`config.mk`:
```
export PLATFORM = sky130hd
export DESIGN_NAME = stable_min_priority_queue
export DESIGN_NICKNAME = d
export VERILOG_FILES = /design/src/rtl/smpq_pkg.sv /design/src/rtl/smpq_cell.sv /design/src/rtl/stable_min_priority_queue.sv
export SDC_FILE = /design/constraint.sdc
export NUM_CORES = 2
export LEC_CHECK = 0
export ABC_AREA = 0
export BUFFER_PORTS_ARGS = -buffer_cell sky130_fd_sc_hd__buf_2
export CAP_MARGIN = 40
export CORE_MARGIN = 3
export CORE_UTILIZATION = 30
export CTS_CLUSTER_DIAMETER = 120
export DETAILED_ROUTE_END_ITERATION = 16
export PLACE_DENSITY = 0.56
export SETUP_SLACK_MARGIN = 0.02
export SYNTH_ARGS = -nofsm -noshare
export SYNTH_HDL_FRONTEND = slang
export SYNTH_SLANG_ARGS = --single-unit
```
`constraint.sdc`:
```
create_clock -name clk -period 10.5 [get_ports clk]
set_clock_uncertainty 0.15 [all_clocks]
set_input_delay 2.1 -clock clk [delete_from_list [all_inputs] [get_ports clk]]
set_output_delay 2.1 -clock clk [all_outputs]
set_load 0.03 [all_outputs]
```
`src/rtl/smpq_pkg.sv`:
```
// smpq_pkg: sizes, request and status codes, and cell control struct for the
// stable minimum priority queue. No dependencies.
`timescale 1ns / 1ps
`default_nettype none
package smpq_pkg;

    localparam int CAPACITY    = 16;
    localparam int VALUE_WIDTH = 32;
    localparam int PRIO_WIDTH  = 16;
    localparam int COUNT_WIDTH = $clog2(CAPACITY + 1);

    typedef logic [VALUE_WIDTH-1:0] value_t;
    typedef logic [PRIO_WIDTH-1:0]  prio_t;
    typedef logic [COUNT_WIDTH-1:0] count_t;

    localparam logic REQ_ENQ = 1'b0;
    localparam logic REQ_DEQ = 1'b1;

    typedef enum logic [1:0] {
        ST_OK    = 2'd0,
        ST_FULL  = 2'd1,
        ST_EMPTY = 2'd2
    } status_t;

    // Broadcast to every cell; at most one is set in a cycle.
    typedef struct packed {
        logic enq;
        logic deq;
    } cell_ctrl_t;

endpackage
`default_nettype wire

```
`src/rtl/smpq_cell.sv`:
```
// smpq_cell: one slot of the sorted chain (value and priority).
// Depends on smpq_pkg.
`timescale 1ns / 1ps
`default_nettype none
module smpq_cell
    import smpq_pkg::*;
(
    input  wire logic       clk,
    input  wire cell_ctrl_t ctrl,
    input  wire value_t     new_value,
    input  wire prio_t      new_prio,
    input  wire logic       occupied,
    input  wire value_t     left_value,
    input  wire prio_t      left_prio,
    input  wire logic       left_after,
    input  wire value_t     right_value,
    input  wire prio_t      right_prio,
    output value_t          value,
    output prio_t           slot_prio,
    output logic            after
);

    value_t value_reg, value_next;
    prio_t  prio_reg, prio_next;

    // New entry goes behind this slot when it holds an equal or smaller priority.
    assign after     = occupied && (prio_reg <= new_prio);
    assign value     = value_reg;
    assign slot_prio = prio_reg;

    always_comb
    begin
        value_next = value_reg;
        prio_next  = prio_reg;
        if (ctrl.enq && !after)
        begin
            if (left_after)
            begin
                value_next = new_value;
                prio_next  = new_prio;
            end
            else
            begin
                value_next = left_value;
                prio_next  = left_prio;
            end
        end
        else if (ctrl.deq)
        begin
            value_next = right_value;
            prio_next  = right_prio;
        end
    end

    always_ff @(posedge clk)
    begin
        value_reg <= value_next;
        prio_reg  <= prio_next;
    end

endmodule
`default_nettype wire

```
`src/rtl/stable_min_priority_queue.sv`:
```
// Stable minimum priority queue: top level, a chain of smpq_cell slots plus
// count and result handshake. Depends on smpq_pkg and smpq_cell.
`timescale 1ns / 1ps
`default_nettype none
// Usage
//   Input channel (in_valid / in_stall): one request per transfer. req_type
//   selects enqueue (elem_value, prio) or dequeue of the head.
//   Output channel (out_valid / out_stall): exactly one result per request,
//   giving head value and priority (zero when empty), entry count, empty flag
//   and status (ok, enqueue refused because full, dequeue refused because
//   empty). Equal priorities leave in arrival order.
//   Latency: the result appears the cycle after the request transfer.
//   Throughput: one request per cycle while the receiver keeps taking results.
//   Each slot compares its priority with the incoming one and shifts towards
//   its neighbour, all slots together, so the whole insert or remove is one step.
//   The result is read straight from slot 0 and the count; the queue holds
//   still while a result is pending and stalled, so in_stall is raised then.
//   Reset empties the queue (count to zero) and drops any pending result;
//   slot contents are not cleared, as slots beyond the count are never shown.
module stable_min_priority_queue
    import smpq_pkg::*;
(
    input  wire logic   clk,
    input  wire logic   rst_n,
    input  wire logic   in_valid,
    output logic        in_stall,
    input  wire logic   req_type,
    input  wire value_t elem_value,
    input  wire prio_t  prio,
    output logic        out_valid,
    input  wire logic   out_stall,
    output value_t      head_value,
    output prio_t       head_prio,
    output count_t      entry_count,
    output logic        queue_empty,
    output logic [1:0]  status
);

    localparam count_t CAP_COUNT = COUNT_WIDTH'(CAPACITY);

    count_t     count_reg, count_next;
    status_t    status_reg, status_next;
    logic       out_valid_reg, out_valid_next;
    logic       in_accept;
    logic       is_full;
    logic       is_empty;
    cell_ctrl_t ctrl;

    value_t cell_value [CAPACITY];
    prio_t  cell_prio  [CAPACITY];
    logic   cell_after [CAPACITY];

    // Hold the queue while a result waits on a stalled receiver.
    assign in_stall  = out_valid_reg && out_stall;
    assign in_accept = in_valid && !in_stall;
    assign is_full   = (count_reg == CAP_COUNT);
    assign is_empty  = (count_reg == '0);

    assign ctrl.enq = in_accept && (req_type == REQ_ENQ) && !is_full;
    assign ctrl.deq = in_accept && (req_type == REQ_DEQ) && !is_empty;

    // Sorted chain; slot 0 is the head.
    for (genvar gi = 0; gi < CAPACITY; gi++)
    begin : g_cell
        value_t left_value, right_value;
        prio_t  left_prio, right_prio;
        logic   left_after;

        if (gi == 0)
        begin : g_first
            assign left_value = '0;
            assign left_prio  = '0;
            assign left_after = 1'b1;
        end
        else
        begin : g_inner_left
            assign left_value = cell_value[gi-1];
            assign left_prio  = cell_prio[gi-1];
            assign left_after = cell_after[gi-1];
        end

        if (gi == CAPACITY - 1)
        begin : g_last
            assign right_value = '0;
            assign right_prio  = '0;
        end
        else
        begin : g_inner_right
            assign right_value = cell_value[gi+1];
            assign right_prio  = cell_prio[gi+1];
        end

        smpq_cell u_cell (
            .clk         (clk),
            .ctrl        (ctrl),
            .new_value   (elem_value),
            .new_prio    (prio),
            .occupied    (count_reg > COUNT_WIDTH'(gi)),
            .left_value  (left_value),
            .left_prio   (left_prio),
            .left_after  (left_after),
            .right_value (right_value),
            .right_prio  (right_prio),
            .value       (cell_value[gi]),
            .slot_prio   (cell_prio[gi]),
            .after       (cell_after[gi])
        );
    end

    always_comb
    begin
        count_next = count_reg;
        if (ctrl.enq)
        begin
            count_next = count_reg + COUNT_WIDTH'(1);
        end
        else if (ctrl.deq)
        begin
            count_next = count_reg - COUNT_WIDTH'(1);
        end
    end

    always_comb
    begin
        status_next    = status_reg;
        out_valid_next = out_valid_reg;
        if (in_accept)
        begin
            out_valid_next = 1'b1;
            case (req_type)
                REQ_ENQ: status_next = is_full  ? ST_FULL  : ST_OK;
                REQ_DEQ: status_next = is_empty ? ST_EMPTY : ST_OK;
                default: status_next = ST_OK;
            endcase
        end
        else if (!out_stall)
        begin
            out_valid_next = 1'b0;
        end
    end

    always_ff @(posedge clk or negedge rst_n)
    begin
        if (!rst_n)
        begin
            count_reg     <= '0;
            status_reg    <= ST_OK;
            out_valid_reg <= 1'b0;
        end
        else
        begin
            count_reg     <= count_next;
            status_reg    <= status_next;
            out_valid_reg <= out_valid_next;
        end
    end

    assign out_valid   = out_valid_reg;
    assign entry_count = count_reg;
    assign queue_empty = is_empty;
    assign head_value  = is_empty ? '0 : cell_value[0];
    assign head_prio   = is_empty ? '0 : cell_prio[0];
    assign status      = status_reg;

endmodule
`default_nettype wire

```
Word-level counts from Yosys, hierarchy flattened:

Index checks and enable logic that the tools add are counted.

* add/sub/neg operators: 2
* multiplexer cells: 103
* reduce and logical (&&, ||, !) cells: 75
* bitwise gates (word level): 1
* magnitude comparators: 32
* equality and inequality tests: 2

Operators with widths (number)
* 32-bit two-way mux: 48
* 16-bit two-way mux: 48
* 16-bit <= comparator: 16
* 5-bit by 4-bit > comparator with 1-bit output, second input constant: 8
* 1-bit logical AND: 38
* 2-bit nonzero test: 17
* 5-bit by 3-bit > comparator with 1-bit output, second input constant: 4
* 1-bit zero test: 19
* 5-bit by 1-bit > comparator with 1-bit output, second input constant: 2
* 5-bit by 2-bit > comparator with 1-bit output, second input constant: 2
* 5-bit two-way mux: 2
* 5-bit by 1-bit adder with 5-bit output, second input constant: 1
* 5-bit == test, second input constant: 1
* 5-bit zero test: 1
* 5-bit by 1-bit subtractor with 5-bit output, second input constant: 1
* 2-bit case mux with 2 select lines: 1
* 1-bit two-way mux: 3
* 2-bit two-way mux: 1
* 2-bit by 1-bit != test with 1-bit output, second input constant: 1
* 1-bit NOT: 1

* register bits after elaboration: 776
* bits of input ports: 53

Logic depth before layout (Yosys ltp):

* word-level depth: 7
* depth in mapped cells: 14
* gate-level depth less buffers: 9

Modules after synthesis:

From an unflattened synthesis, not the netlist that was laid out.

* cells, all modules: 3659
* area total of the unflattened synthesis: 50000.5 µm²

By module, submodules not included
* smpq_cell at g_cell[0].u_cell ...: times used 12, cells each 220, seq. area each 1441.4 µm², area an instance 3064.2 µm²
* smpq_cell at g_cell[6].u_cell ...: times used 4, cells each 220, seq. area each 1441.4 µm², area an instance 3061.7 µm²
* stable_min_priority_queue: times used 1, cells each 139, seq. area each 200.2 µm², area an instance 983.4 µm²

Least setup slack after synthesis:

OpenSTA, ideal clock, no wires.

* path kind: input to register
* from: in prio[13]
* to: reg g_cell[2].u_cell.prio_reg[0] (enable)
* arrival: 8.018 ns
* stages on the path: 11
* setup slack: 1.812 ns
* cells stage by stage: clkbuf_1 clkbuf_1 inv_1 ha_1 nand4_1 or4_1 a21oi_1 o31ai_1 clkbuf_1 clkbuf_1 o21ai_0

* longest elaborated chain between the ends: 5

Ends and longest elaborated chain
* start: declaration: line stable_min_priority_queue.sv:29 `input wire prio_t prio,`
* 16-bit <= comparator: line smpq_cell.sv:27 `assign after = occupied && (prio_reg <= new_prio);`
* 1-bit logical AND: line smpq_cell.sv:27
* 1-bit zero test: line smpq_cell.sv:35 `if (ctrl.enq && !after)`
* 1-bit logical AND: line smpq_cell.sv:35
* 2-bit nonzero test (no line)
* end signal: assignment: line smpq_cell.sv:58 `prio_reg <= prio_next;`
* end: declaration: line smpq_cell.sv:24 `prio_t prio_reg, prio_next;`

Every way passes these cells.
A chain may end at the register's enable or synchronous reset.

Worst setup path in the final report:

* from: in prio[13]
* to: reg g_cell[8].u_cell.value_reg[26] (enable)

* longest elaborated chain between the ends: 5

Ends and longest elaborated chain
* 16-bit <= comparator: line smpq_cell.sv:27
* 1-bit logical AND: line smpq_cell.sv:27
* 1-bit zero test: line smpq_cell.sv:35
* 1-bit logical AND: line smpq_cell.sv:35
* 2-bit nonzero test (no line)
* end signal: assignment: line smpq_cell.sv:57 `value_reg <= value_next;`
* end: declaration: line smpq_cell.sv:23 `value_t value_reg, value_next;`

Every way passes these cells.

==> flow_summary.ini <==
[die]
die_y_um = 392
die_area_sq_um = 154000
fp.dieW_um = 392
ios = 111
core-area_sq_um = 148000
num_rows = 141
start_util_pct = 30.3

[pwr]
power.total_mw = 12.8
p_leak_nw = 19.8
powerDensity_nw_per_um2 = 253
peakVddDrop_mv = 0.183

[worst_setup_path]
cp_top_family = buffers and inverters
r2r_start = entry_count[0]
worstSetupStartpoint = prio[13]
cpMostUsedCell = buf_4
slowest_delay_ns = 0.81
cp.buffers_inverters = 4
critPathMaxFanout = 67
critPathKind = in2reg
worstPathCellList = buf_2, inv_1, ha_1, nand4_1, or4_1, a21oi_1, nor4_1, nor3_2, buf_4, nand2b_2, buf_4
required_ns = 10.67
end_kind = register
cp_slowest_cell = nand2b_2
cp.arrival_ns = 6.72
start_kind = primary input

[cells_and_area]
nets = 4739
drive_gt1_share_pct = 9.70
largest_reg_flops = 512
layout.cells.non_filler = 6437
postLayoutCellArea_sq_um = 50600
final_common_cell = nand2_1
multi_input_area_sq_um = 20300
layout_common_cells = nand2_1, edfxtp_1, nor2_1, a21oi_1, mux2i_1
n_fill_cell = 14900
area_growth_pct = 13.0
ff_latch_area_sq_um = 23300

[drt]
wl_um = 154000
wl_per_cell_um = 23.9
route.detailed.drc = 0
dr.pass1.iters = 8
drt_iter0_drc = 3669
drtAntennaViolNets = 0
via_count = 35200
vias_per_cell = 5.47

[synthesis]
synthSimpleGateAreaFrac_pct = 14.8
synth_top_area_share_pct = 51.5
synth-compound-area-share_pct = 12.6
synth_cell_type_count = 62
yosys.area_share.xor_xnor_pct = 0.0586
synth_top_area_cell = edfxtp_1
synth_edf_count = 768
async_flop_share_pct = 1.03
ys_seq_elements = 776
ys_warn_count = 0
synth_nets = 4799
yosys-mux-area-fraction_pct = 9.81
ys_top_cells_by_area = edfxtp_1, mux2i_1, nand2_1
avgSynthCellArea_sq_um = 9.99
synth_fa_ha_area_share_pct = 7.29
synth.cell_area_sq_um = 44800
synth_cells = 4485
ys_seq_area_share_pct = 51.9
ys.flop_type = edfxtp_1
synth_top_family_by_area = simple AND/OR/NAND/NOR gates

[timing]
layout_setup_ws_ns = 3.95
finalSetupViolations = 0
slew_violations = 0
rsz0062_at_grt = no
finalCritPeriodShare_pct = 62.4
timing.fmax_ghz = 0.153
maxSlewHeadroom_pct = 37.0
fin_tns_setup_ns = 0
hold_viol = 0
layout_min_cycle_time_ns = 6.55
worst_slew_pin_slew_ns = 0.933

[placed_design]
dp_cells = 6261
place_hpwl_um = 101000
port_buffers = 110
placed_area_sq_um = 47600
post-place-ws_ns = 3.22
gp_congestion = 0.938

[grt]
grt_overflow = 0
grt_pass1_wl_um = 227000
antenna_found_initial = 17
grt_max_degree = 79
grt_pass1_vias = 34300
grt_usage_pct = 19.6

[clocking]
cts_buffers = 91
post_cts_buffers = 0
cts.sinks = 776
cts_tree = built
clk_pin_slew_ns = 0.06
postCtsHoldBufs = 0
cts_resized = 0
cts-root-buf = clkbuf_16
h-tree-depth = 3
clock_path_buffers = 3
clock_latency_ns = 0.69

[status]
status = finished, final reports clean

[job]
max-cap-violations = 0

[min_path]
hp-start = status[1]
hold_path.class = reg2reg
-- worst min-delay path, stage by stage (launching register included) --
cell,delay (ns)
dfrtp_1,0.34
nand2_1,0.04
o21ai_0,0.06
-- worst paths after layout --
| kind | depth (start not counted) | slack [ns] | end |
|---|---|---|---|
| max in group asynchronous | 1 | 8.93 | entry_count[2] |
| setup / recovery | 11 | 3.95 | g_cell[8].u_cell.value[26] |
| setup reg to reg | 9 | 5.75 | g_cell[0].u_cell.slot_prio[11] |
| hold reg to reg | 2 | 0.33 | status[1] |
| hold / removal | 2 | 0.33 | status[1] |
| min in group asynchronous | 1 | 1.10 | out_valid |
-- metal layers --
metal,GRT usage (%),share of wire [%]
met4,7.76,3.8
met3,3.50,7.8
met2,31.8,46
met5,0,0.034
met1,25.8,42
-- cell families after synthesis --
| logic type | after synthesis |
|---|---|
| flip-flops | 776 |
| adder cells (fa/ha/maj) | 261 |
| XOR/XNOR | 3 |
| AND/OR/NAND/NOR | 1623 |
| AO/OA/AOI/OAI | 995 |
| multiplexers | 433 |
| buffers and inverters | 394 |
-- metrics by stage --
stage	hold slack (ns)	utilization [%]
6_report	0.329	34.2
3_3_place_gp	0.318	31.9
4_1_cts	0.340	34.2
2_1_floorplan	0.346	-
3_5_place_dp	0.327	32.2
5_1_grt	0.371	34.2
-- area by class of cell --
cell class | instances | area share (%)
diodes | 11 | 0.0544
inverters | 41 | 0.304
well taps | 1930 | 4.77
multi-input cells | 3315 | 40.1
repair buffers | 200 | 3.01
flip-flops and latches | 776 | 45.9
clock buffers | 117 | 4.69
clock inverters | 47 | 1.15
-- synthesized netlist by cell type, drive strengths merged, types with 10 or more instances --
cell type and number:
nand2 890, edfxtp 768, nor2 510, a21oi 405, mux2i 385, a31oi 338
clkbuf 265, ha 261, o21ai 180, buf 88, nor2b 63, nand4 50
mux2 48, inv 41, nor3 33, a21o 14, nand3 12, nor4 10
-- where the power goes --
| group | switching (mW) | internal [mW] |
|---|---|---|
| Clock | 1.40 | 1.84 |
| Sequential | 0.436 | 4.29 |
| Combinational | 3.28 | 1.57 |
| Total | 5.11 | 7.69 |
Power figures use the tool's default switching activity.
